--- src/rtl/irpfd_pkg.sv ---
// Shared types, codes and helpers for the infrared pulse frame decoder.
`timescale 1ns / 1ps

package irpfd_pkg;

    localparam int DATA_BITS_DEF = 32;
    localparam int DUR_W         = 16;
    localparam int TOL_W         = 12;
    localparam int CFG_IDX_W     = 3;
    localparam int CFG_DATA_W    = 16;
    localparam int STATUS_W      = 2;
    localparam int COUNT_W       = 16;
    localparam int WORD_W        = 32;

    // Configuration register indexes
    localparam logic [CFG_IDX_W-1:0] CFG_TOLERANCE   = 3'd0;
    localparam logic [CFG_IDX_W-1:0] CFG_LEADER_MARK = 3'd1;
    localparam logic [CFG_IDX_W-1:0] CFG_DATA_SPACE  = 3'd2;
    localparam logic [CFG_IDX_W-1:0] CFG_REPEAT_SPACE = 3'd3;
    localparam logic [CFG_IDX_W-1:0] CFG_BIT_UNIT    = 3'd4;
    localparam logic [CFG_IDX_W-1:0] CFG_ONE_SPACE   = 3'd5;

    // Reset values of the configuration registers
    localparam logic [TOL_W-1:0] TOLERANCE_RST    = 12'd300;
    localparam logic [DUR_W-1:0] LEADER_MARK_RST  = 16'd9000;
    localparam logic [DUR_W-1:0] DATA_SPACE_RST   = 16'd4500;
    localparam logic [DUR_W-1:0] REPEAT_SPACE_RST = 16'd2250;
    localparam logic [DUR_W-1:0] BIT_UNIT_RST     = 16'd560;
    localparam logic [DUR_W-1:0] ONE_SPACE_RST    = 16'd1680;

    // Input word kinds
    localparam logic OP_INTERVAL  = 1'b0;
    localparam logic OP_FRAME_END = 1'b1;

    // Frame status codes
    localparam logic [STATUS_W-1:0] STATUS_ERROR  = 2'd0;
    localparam logic [STATUS_W-1:0] STATUS_DATA   = 2'd1;
    localparam logic [STATUS_W-1:0] STATUS_REPEAT = 2'd2;

    typedef enum logic [2:0] {
        CLS_UNKNOWN   = 3'd0,
        CLS_LEADER    = 3'd1,
        CLS_DATA      = 3'd2,
        CLS_MAYBE_REP = 3'd3,
        CLS_REPEAT    = 3'd4,
        CLS_BAD       = 3'd5
    } frame_class_t;

    typedef struct packed {
        logic [TOL_W-1:0] tolerance;
        logic [DUR_W-1:0] leader_mark;
        logic [DUR_W-1:0] data_space;
        logic [DUR_W-1:0] repeat_space;
        logic [DUR_W-1:0] bit_unit;
        logic [DUR_W-1:0] one_space;
    } cfg_t;

    typedef struct packed {
        logic [STATUS_W-1:0] status;
        logic [WORD_W-1:0]   code;
        logic [COUNT_W-1:0]  count;
    } result_t;

    // Duration within tolerance of a nominal: |d - nom| < tol
    function automatic logic near(input logic [DUR_W-1:0] d,
                                  input logic [DUR_W-1:0] nom,
                                  input logic [TOL_W-1:0] tol);
        logic [DUR_W-1:0] diff;
        diff = (d >= nom) ? (d - nom) : (nom - d);
        return diff < {{(DUR_W-TOL_W){1'b0}}, tol};
    endfunction

endpackage

--- src/rtl/irpfd_decode.sv ---
// Next-state and result logic for one interval or frame-end word.
`timescale 1ns / 1ps

module irpfd_decode #(
    parameter int DATA_BITS = irpfd_pkg::DATA_BITS_DEF,
    parameter int IW        = 7
) (
    input  irpfd_pkg::cfg_t                  cfg,
    input  logic                             op,
    input  logic [irpfd_pkg::DUR_W-1:0]      dur,
    input  logic [IW-1:0]                    idx,
    input  irpfd_pkg::frame_class_t          cls,
    input  logic [DATA_BITS-1:0]             cw,
    input  logic [irpfd_pkg::COUNT_W-1:0]    rc,
    output logic [IW-1:0]                    idx_next,
    output irpfd_pkg::frame_class_t          cls_next,
    output logic [DATA_BITS-1:0]             cw_next,
    output logic [irpfd_pkg::COUNT_W-1:0]    rc_next,
    output irpfd_pkg::result_t               res
);
    import irpfd_pkg::*;

    localparam int FRAME_LEN = 2 * (DATA_BITS + 1);
    localparam int PW        = $clog2(DATA_BITS);

    logic m_l, m_d, m_r, m_b, m_o;
    logic z_l, z_d, z_r, z_b, z_o;
    logic [IW-1:0] pos_full;
    logic [PW-1:0] pos;

    // frame-end completion
    frame_class_t         c_lead;
    frame_class_t         c_end;
    logic                 clr_end;
    logic [IW-1:0]        idx2;
    logic [IW-1:0]        k_done;
    logic                 mark_rem;
    logic                 space_rem;
    logic                 data_ok;
    logic [DATA_BITS-1:0] cw_fill;
    logic [COUNT_W-1:0]   rc_base;
    logic [63:0]          cw_ext;

    assign m_l = near(dur, cfg.leader_mark, cfg.tolerance);
    assign m_d = near(dur, cfg.data_space, cfg.tolerance);
    assign m_r = near(dur, cfg.repeat_space, cfg.tolerance);
    assign m_b = near(dur, cfg.bit_unit, cfg.tolerance);
    assign m_o = near(dur, cfg.one_space, cfg.tolerance);

    // missing intervals decode as zero length
    assign z_l = near('0, cfg.leader_mark, cfg.tolerance);
    assign z_d = near('0, cfg.data_space, cfg.tolerance);
    assign z_r = near('0, cfg.repeat_space, cfg.tolerance);
    assign z_b = near('0, cfg.bit_unit, cfg.tolerance);
    assign z_o = near('0, cfg.one_space, cfg.tolerance);

    // bit position of a space: first data bit lands in the top bit
    assign pos_full = IW'(DATA_BITS - 1) - ((idx - IW'(3)) >> 1);
    assign pos      = pos_full[PW-1:0];

    // class after zero-filling leader intervals still missing
    always_comb
    begin
        c_lead  = cls;
        clr_end = 1'b0;
        if (idx == '0)
        begin
            c_lead = z_l ? CLS_LEADER : CLS_BAD;
        end
        if (idx < IW'(2))
        begin
            if (c_lead != CLS_LEADER)
            begin
                c_lead = CLS_BAD;
            end
            else if (z_d)
            begin
                c_lead  = CLS_DATA;
                clr_end = 1'b1;
            end
            else if (z_r)
            begin
                c_lead = CLS_MAYBE_REP;
            end
            else
            begin
                c_lead = CLS_BAD;
            end
        end
    end

    assign idx2      = (idx < IW'(2)) ? IW'(2) : idx;
    assign k_done    = (idx2 - IW'(2)) >> 1;
    assign mark_rem  = idx2 <= IW'(FRAME_LEN - 2);
    assign space_rem = idx2 <= IW'(FRAME_LEN - 1);
    assign data_ok   = (!mark_rem || z_b) && (!space_rem || z_o || z_b);

    always_comb
    begin
        c_end = c_lead;
        if (idx2 < IW'(FRAME_LEN))
        begin
            if (c_lead == CLS_MAYBE_REP)
            begin
                c_end = z_b ? CLS_REPEAT : CLS_BAD;
            end
            else if (c_lead == CLS_DATA && !data_ok)
            begin
                c_end = CLS_BAD;
            end
        end
    end

    // undecoded low bits take the zero-length space value
    always_comb
    begin
        cw_fill = cw;
        for (int p = 0; p < DATA_BITS; p++)
        begin
            if ((IW'(p) + k_done) < IW'(DATA_BITS))
            begin
                cw_fill[p] = z_o;
            end
        end
    end

    assign rc_base = clr_end ? '0 : rc;
    assign cw_ext  = 64'(cw_fill);

    always_comb
    begin
        idx_next = idx;
        cls_next = cls;
        cw_next  = cw;
        rc_next  = rc;
        res      = '0;
        if (op == OP_INTERVAL)
        begin
            if (idx < IW'(FRAME_LEN))
            begin
                idx_next = idx + IW'(1);
                if (idx == '0)
                begin
                    cls_next = m_l ? CLS_LEADER : CLS_BAD;
                end
                else if (idx == IW'(1))
                begin
                    if (cls != CLS_LEADER)
                    begin
                        cls_next = CLS_BAD;
                    end
                    else if (m_d)
                    begin
                        cls_next = CLS_DATA;
                        rc_next  = '0;
                    end
                    else if (m_r)
                    begin
                        cls_next = CLS_MAYBE_REP;
                    end
                    else
                    begin
                        cls_next = CLS_BAD;
                    end
                end
                else if (cls == CLS_MAYBE_REP)
                begin
                    cls_next = m_b ? CLS_REPEAT : CLS_BAD;
                end
                else if (cls == CLS_DATA)
                begin
                    if (!idx[0])
                    begin
                        if (!m_b)
                        begin
                            cls_next = CLS_BAD;
                        end
                    end
                    else
                    begin
                        for (int p = 0; p < DATA_BITS; p++)
                        begin
                            if (PW'(p) == pos)
                            begin
                                if (m_o)
                                begin
                                    cw_next[p] = 1'b1;
                                end
                                else if (m_b)
                                begin
                                    cw_next[p] = 1'b0;
                                end
                            end
                        end
                        if (!m_o && !m_b)
                        begin
                            cls_next = CLS_BAD;
                        end
                    end
                end
            end
        end
        else
        begin
            idx_next = '0;
            cls_next = CLS_UNKNOWN;
            rc_next  = rc_base;
            case (c_end)
                CLS_DATA:
                begin
                    cw_next    = cw_fill;
                    res.status = STATUS_DATA;
                    res.code   = cw_ext[WORD_W-1:0];
                end
                CLS_REPEAT:
                begin
                    rc_next    = rc_base + COUNT_W'(1);
                    res.status = STATUS_REPEAT;
                end
                default:
                begin
                    res.status = STATUS_ERROR;
                end
            endcase
            res.count = rc_next;
        end
    end

endmodule

--- src/rtl/ir_pulse_frame_decoder_core.sv ---
// Top level of the infrared pulse frame decoder: handshakes, state and registers.
`timescale 1ns / 1ps

// Infrared remote frame decoder, NEC style.
// Input channel (in_valid/in_ready): each word is either a measured level
// duration in microseconds (opcode 0) or a frame end after an idle gap
// (opcode 1). Durations match a nominal when |d - nominal| < tolerance.
// Output channel (out_valid/out_ready): one word per frame end carrying the
// status (error, data, repeat), the four code bytes (zero unless data) and
// the repeat count since the last data leader. Intervals give no word.
// Configuration: cfg_we/cfg_index/cfg_data write one register per cycle;
// only write while the block is idle.
// Path: an accepted frame-end word goes through the input register, then
// is decoded into the output register, which drives the output channel.
// Throughput: one word per cycle; the decode of a word is a handful of
// comparators and a bit insert between the input and output registers.
// A stalled receiver holds only frame-end words; intervals keep flowing
// until a frame end meets a full output register.
// Reset: registers return to their nominal defaults, decoder state,
// code word and repeat count clear, both channels empty.

module ir_pulse_frame_decoder_core #(
    parameter int DATA_BITS = irpfd_pkg::DATA_BITS_DEF
) (
    input  logic                              clk,
    input  logic                              rst_n,
    input  logic                              in_valid,
    output logic                              in_ready,
    input  logic                              opcode,
    input  logic [irpfd_pkg::DUR_W-1:0]       duration_us,
    output logic                              out_valid,
    input  logic                              out_ready,
    output logic [irpfd_pkg::STATUS_W-1:0]    frame_status,
    output logic [7:0]                        address_byte,
    output logic [7:0]                        address_inverse,
    output logic [7:0]                        command_byte,
    output logic [7:0]                        command_inverse,
    output logic [irpfd_pkg::COUNT_W-1:0]     repeat_count,
    input  logic                              cfg_we,
    input  logic [irpfd_pkg::CFG_IDX_W-1:0]   cfg_index,
    input  logic [irpfd_pkg::CFG_DATA_W-1:0]  cfg_data
);
    import irpfd_pkg::*;

    localparam int FRAME_LEN = 2 * (DATA_BITS + 1);
    localparam int IW        = $clog2(FRAME_LEN + 1);

    cfg_t cfg_reg;

    // input register
    logic             s1_valid_reg;
    logic             s1_op_reg;
    logic [DUR_W-1:0] s1_dur_reg;

    // decoder state
    logic [IW-1:0]        idx_reg;
    frame_class_t         cls_reg;
    logic [DATA_BITS-1:0] cw_reg;
    logic [COUNT_W-1:0]   rc_reg;

    logic [IW-1:0]        idx_next;
    frame_class_t         cls_next;
    logic [DATA_BITS-1:0] cw_next;
    logic [COUNT_W-1:0]   rc_next;
    result_t              res_next;

    // output register
    logic    out_valid_reg;
    result_t out_reg;

    logic out_free;
    logic s1_adv;

    assign out_free = !out_valid_reg || out_ready;
    // intervals never wait; a frame end needs room in the output register
    assign s1_adv   = s1_valid_reg && ((s1_op_reg == OP_INTERVAL) || out_free);
    assign in_ready = !s1_valid_reg || s1_adv;

    irpfd_decode #(
        .DATA_BITS (DATA_BITS),
        .IW        (IW)
    ) u_decode (
        .cfg      (cfg_reg),
        .op       (s1_op_reg),
        .dur      (s1_dur_reg),
        .idx      (idx_reg),
        .cls      (cls_reg),
        .cw       (cw_reg),
        .rc       (rc_reg),
        .idx_next (idx_next),
        .cls_next (cls_next),
        .cw_next  (cw_next),
        .rc_next  (rc_next),
        .res      (res_next)
    );

    // configuration registers
    always_ff @(posedge clk or negedge rst_n)
    begin
        if (!rst_n)
        begin
            cfg_reg.tolerance    <= TOLERANCE_RST;
            cfg_reg.leader_mark  <= LEADER_MARK_RST;
            cfg_reg.data_space   <= DATA_SPACE_RST;
            cfg_reg.repeat_space <= REPEAT_SPACE_RST;
            cfg_reg.bit_unit     <= BIT_UNIT_RST;
            cfg_reg.one_space    <= ONE_SPACE_RST;
        end
        else if (cfg_we)
        begin
            case (cfg_index)
                CFG_TOLERANCE:    cfg_reg.tolerance    <= cfg_data[TOL_W-1:0];
                CFG_LEADER_MARK:  cfg_reg.leader_mark  <= cfg_data;
                CFG_DATA_SPACE:   cfg_reg.data_space   <= cfg_data;
                CFG_REPEAT_SPACE: cfg_reg.repeat_space <= cfg_data;
                CFG_BIT_UNIT:     cfg_reg.bit_unit     <= cfg_data;
                CFG_ONE_SPACE:    cfg_reg.one_space    <= cfg_data;
                default:          ;
            endcase
        end
    end

    // input register
    always_ff @(posedge clk or negedge rst_n)
    begin
        if (!rst_n)
        begin
            s1_valid_reg <= 1'b0;
        end
        else if (in_ready)
        begin
            s1_valid_reg <= in_valid;
        end
    end

    always_ff @(posedge clk)
    begin
        if (in_ready && in_valid)
        begin
            s1_op_reg  <= opcode;
            s1_dur_reg <= duration_us;
        end
    end

    // decoder state
    always_ff @(posedge clk or negedge rst_n)
    begin
        if (!rst_n)
        begin
            idx_reg <= '0;
            cls_reg <= CLS_UNKNOWN;
            cw_reg  <= '0;
            rc_reg  <= '0;
        end
        else if (s1_adv)
        begin
            idx_reg <= idx_next;
            cls_reg <= cls_next;
            cw_reg  <= cw_next;
            rc_reg  <= rc_next;
        end
    end

    // output register
    always_ff @(posedge clk or negedge rst_n)
    begin
        if (!rst_n)
        begin
            out_valid_reg <= 1'b0;
        end
        else if (s1_adv && (s1_op_reg == OP_FRAME_END))
        begin
            out_valid_reg <= 1'b1;
        end
        else if (out_ready)
        begin
            out_valid_reg <= 1'b0;
        end
    end

    always_ff @(posedge clk)
    begin
        if (s1_adv && (s1_op_reg == OP_FRAME_END))
        begin
            out_reg <= res_next;
        end
    end

    assign out_valid       = out_valid_reg;
    assign frame_status    = out_reg.status;
    assign address_byte    = out_reg.code[31:24];
    assign address_inverse = out_reg.code[23:16];
    assign command_byte    = out_reg.code[15:8];
    assign command_inverse = out_reg.code[7:0];
    assign repeat_count    = out_reg.count;

endmodule
--- config.mk ---
export PLATFORM = sky130hd
export DESIGN_NAME = ir_pulse_frame_decoder_core
export DESIGN_NICKNAME = d
export VERILOG_FILES = /design/src/rtl/irpfd_pkg.sv /design/src/rtl/irpfd_decode.sv /design/src/rtl/ir_pulse_frame_decoder_core.sv
export SDC_FILE = /design/constraint.sdc
export NUM_CORES = 1
export LEC_CHECK = 0
export BUFFER_PORTS_ARGS = -buffer_cell sky130_fd_sc_hd__buf_4
export CORE_UTILIZATION = 40
export DETAILED_ROUTE_END_ITERATION = 12
export PLACE_DENSITY = 0.6
export SYNTH_ARGS = -nofsm -noshare
export SYNTH_HDL_FRONTEND = slang
export SYNTH_SLANG_ARGS = --single-unit
--- constraint.sdc ---
create_clock -name clk -period 11.9 [get_ports clk]
set_clock_uncertainty 0.05 [all_clocks]
set_input_delay 1.785 -clock clk [delete_from_list [all_inputs] [get_ports clk]]
set_output_delay 1.785 -clock clk [all_outputs]
set_load 0.01 [all_outputs]
==> impl_metrics.py <==
metrics = {
    "hold_path": {
        "hold_end": "cw_reg[23]",
        "hp-class": "reg2reg",
        "hold_depth": 1,
        "min_from": "cw_reg[23]",
    },
    "critical_path": {
        "r2r_end": "cw_reg[3]",
        "path_common_cell": "a211oi_1",
        "crit_required_ns": 12.32,
        "setup.worst_path.start": "s1_dur_reg[0]",
        "start_kind": "register",
        "rr_startpoint": "s1_dur_reg[0]",
        "critical-path-top-delay-family": "compound AO/OA/AOI/OAI gates",
        "r2r_slack_ns": 4.85,
        "crit_type": "reg2reg",
        "cp_max_fo": 32,
        "end_kind": "register",
        "critPathArrivalTime_ns": 7.47,
        "cp_slowest_stage_delay_ns": 0.53,
        "r2r.worst_path.cells": 25,
        "cpMaxStageDelayCell": "edfxtp_1",
        "cp_num_cells": 25,
        "path_buf_inv": 4,
    },
    "final_layout": {
        "diodes": 0,
        "area.growth.synth_to_final_pct": 9.99,
        "fin_nets": 2856,
        "drive_gt1_frac": 0.119,
        "post_layout_nonfiller_instances": 3239,
        "largest_register_ffs": 92,
    },
    "global_routing": {
        "grt_pass1_vias": 18700,
        "grt_pass1_wl_um": 110000,
        "antenna_found_initial": 0,
        "overflow": 0,
        "grt_max_degree": 82,
        "grt_usage": 0.262,
    },
    "placement": {
        "placedCellCount": 3187,
        "io_buffers": 92,
        "dp.final_hpwl_um": 53700,
        "gp_congestion": 0.946,
    },
    "sta": {
        "fmax_mhz": 142,
        "fin_tns_setup_ns": 0,
        "hold_viol_final": 0,
        "drv_slew": 0,
        "rsz0062_at_grt": "no",
        "period_needed_ns": 7.05,
        "tightest_slew_ns": 1.19,
        "relSlewSlack": 0.199,
        "fin_crit_sh": 0.593,
        "setup_viol": 0,
    },
    "die": {
        "dieArea_um2": 54000,
        "die_h_um": 232,
        "ioPinCount": 93,
        "die_w_um": 232,
        "start_util": 0.404,
        "core_um2": 52600,
        "rows": 84,
    },
    "logic_synthesis": {
        "synth_cell_types": 89,
        "syn_avg_cell_area_um2": 8.42,
        "synth_nets": 2850,
        "netlist.area_leader.share": 0.163,
        "synth-edff-count": 67,
        "netlist_instances": 2523,
        "synthArstFlopShare": 0.694,
        "ys_top_cells_by_area": "ha_1 16%, dfrtp_1 15%, edfxtp_1 9.5%",
        "ys.flop_type": "dfrtp_1",
        "synth_area_um2": 21200,
        "synth_seq_area_share": 0.275,
        "yosys_warnings": 0,
        "synth_top_area_cell": "ha_1",
        "ys_seq_elements": 219,
    },
    "clocking": {
        "cts_setup_buffers": 0,
        "cts-resized-gates": 0,
        "cts_max_level": 1,
        "hold_buffers": 0,
        "clk_latency_ns": 0.59,
        "cts_made_buffers": 28,
        "clock-sinks": 219,
        "clk_pin_slew_worst_paths_ns": 0.06,
        "clk_path_buf_depth": 3,
        "cts_tree": "built",
        "cts-root-buf": "clkbuf_16",
    },
    "drt": {
        "wire_per_inst_um": 22.1,
        "num_vias": 19400,
        "wirelength_um": 71700,
        "postRouteAntennaNets": 0,
        "viasPerCell": 5.98,
        "firstDrtPassIters": 5,
        "dr.first_iter.drc_count": 1619,
        "drc": 0,
    },
    "power": {
        "p_leak_uw": 0.0104,
        "power_density_nw_per_um2": 173,
        "vdd_drop_max_v": 0.000115,
    },
    "status": {
        "outcome": "complete, no violations",
    },
    "job": {
        "cap_violations": 0,
    },
}
-- worst register-to-register path, stage by stage (launching register included) --
cell and delay, ns:
edfxtp_1 0.53, inv_1 0.29, ha_1 0.24, inv_1 0.06
fa_1 0.40, a211oi_1 0.39, o311ai_2 0.23, nand2_1 0.17
a21oi_2 0.06, buf_4 0.24, a211oi_1 0.24, a21oi_1 0.07
xor2_1 0.16, ha_1 0.30, a21oi_1 0.15, nor2b_1 0.06
a2111oi_0 0.37, o21a_1 0.23, o311ai_0 0.15, mux2_2 0.30
a211oi_1 0.43, nand2_1 0.43, a21o_1 0.29, buf_4 0.24
and2_1 0.47, o221a_2 0.40
-- per-layer routing --
layer	global-route usage	part of all wire	vias to the layer above
met4	0.105	0.045	0
met3	0.0344	0.063	149
met1	0.343	0.43	9320
met5	0	0	-
met2	0.434	0.46	719
li1	-	-	9192
-- cell usage after synthesis, types with 22 or more instances --
| cell | n |
|---|---|
| o31ai_1 | 22 |
| mux2_2 | 66 |
| ha_1 | 276 |
| nand2b_1 | 24 |
| mux2i_1 | 54 |
| xnor2_1 | 49 |
| nand2_1 | 231 |
| edfxtp_1 | 67 |
| nor2b_1 | 29 |
| nor2_1 | 147 |
| a21oi_1 | 250 |
| inv_1 | 174 |
| o21ai_0 | 190 |
| clkbuf_1 | 111 |
| dfstp_2 | 26 |
| a21o_1 | 68 |
| nand3_1 | 52 |
| and2_1 | 26 |
| xor2_1 | 35 |
| nand4_1 | 49 |
| a211oi_1 | 33 |
| nor3_1 | 38 |
| dfrtp_1 | 126 |
| o211ai_1 | 31 |
-- cell usage in the layout (no fill, tap or decap), drive strengths merged, types with 28 or more instances in the layout --
cell and n:
a211oi 34, a21o 68, a21oi 253, and2 28
buf 121, clkbuf 39, dfrtp 126, edfxtp 67
ha 276, inv 174, mux2 66, mux2i 54
nand2 231, nand3 52, nand4 50, nor2 147
nor2b 29, nor3 38, o211ai 32, o21ai 192
xnor2 49, xor2 35
-- per-stage QoR --
step            util  total power (µW)  hold slack [ns]  area [µm²]  setup WS, ns
6_report       0.444              4040            0.439       23400          4.85
3_5_place_dp   0.427              3140            0.427       22400          4.98
3_3_place_gp   0.427              3110            0.419       22400          5.14
4_1_cts        0.444              4020            0.440       23400          4.99
5_1_grt        0.444              4330            0.460       23400          4.39
2_1_floorplan      -              2550            0.409       21200          6.35
-- where the power goes --
part	internal [µW]	total [µW]	switching [µW]	leakage, µW
logic	859	2170	1310	0.00738
registers	883	997	113	0.00254
clock network	506	866	360	0.000450
-- how the worst max path moves through the flow --
stage / endpoint / slack [ns]
3_3_place_gp: cw_reg[3] / 5.14
2_1_floorplan: cw_reg[11] / 6.35
3_5_place_dp: cw_reg[3] / 4.98
6_report: cw_reg[3] / 4.85
4_1_cts: cw_reg[3] / 4.99
5_1_grt: cw_reg[3] / 4.39
-- final cells by class --
cell class / instances / area (µm²)
clock buffers: 39 / 792
clock inverters: 13 / 129
fillers: 5133 / 29200
inverters: 175 / 658
multi-input cells: 1984 / 14200
flip-flops and latches: 219 / 5850
well taps: 688 / 861
repair buffers: 121 / 912
-- cells by family (layout without fill, tap and decap cells) --
| group | Yosys count | in the layout | share of synthesized area |
|---|---|---|---|
| xor+xnor | 84 | 84 | 0.0346 |
| buf+inv | 320 | 348 | 0.0598 |
| mux | 120 | 120 | 0.0604 |
| compound gates | 797 | 797 | 0.238 |
| simple gates | 697 | 697 | 0.159 |
| flops | 219 | 219 | 0.275 |
| fa+ha+maj | 286 | 286 | 0.172 |
No activity file was read; power rests on OpenSTA's default activity.
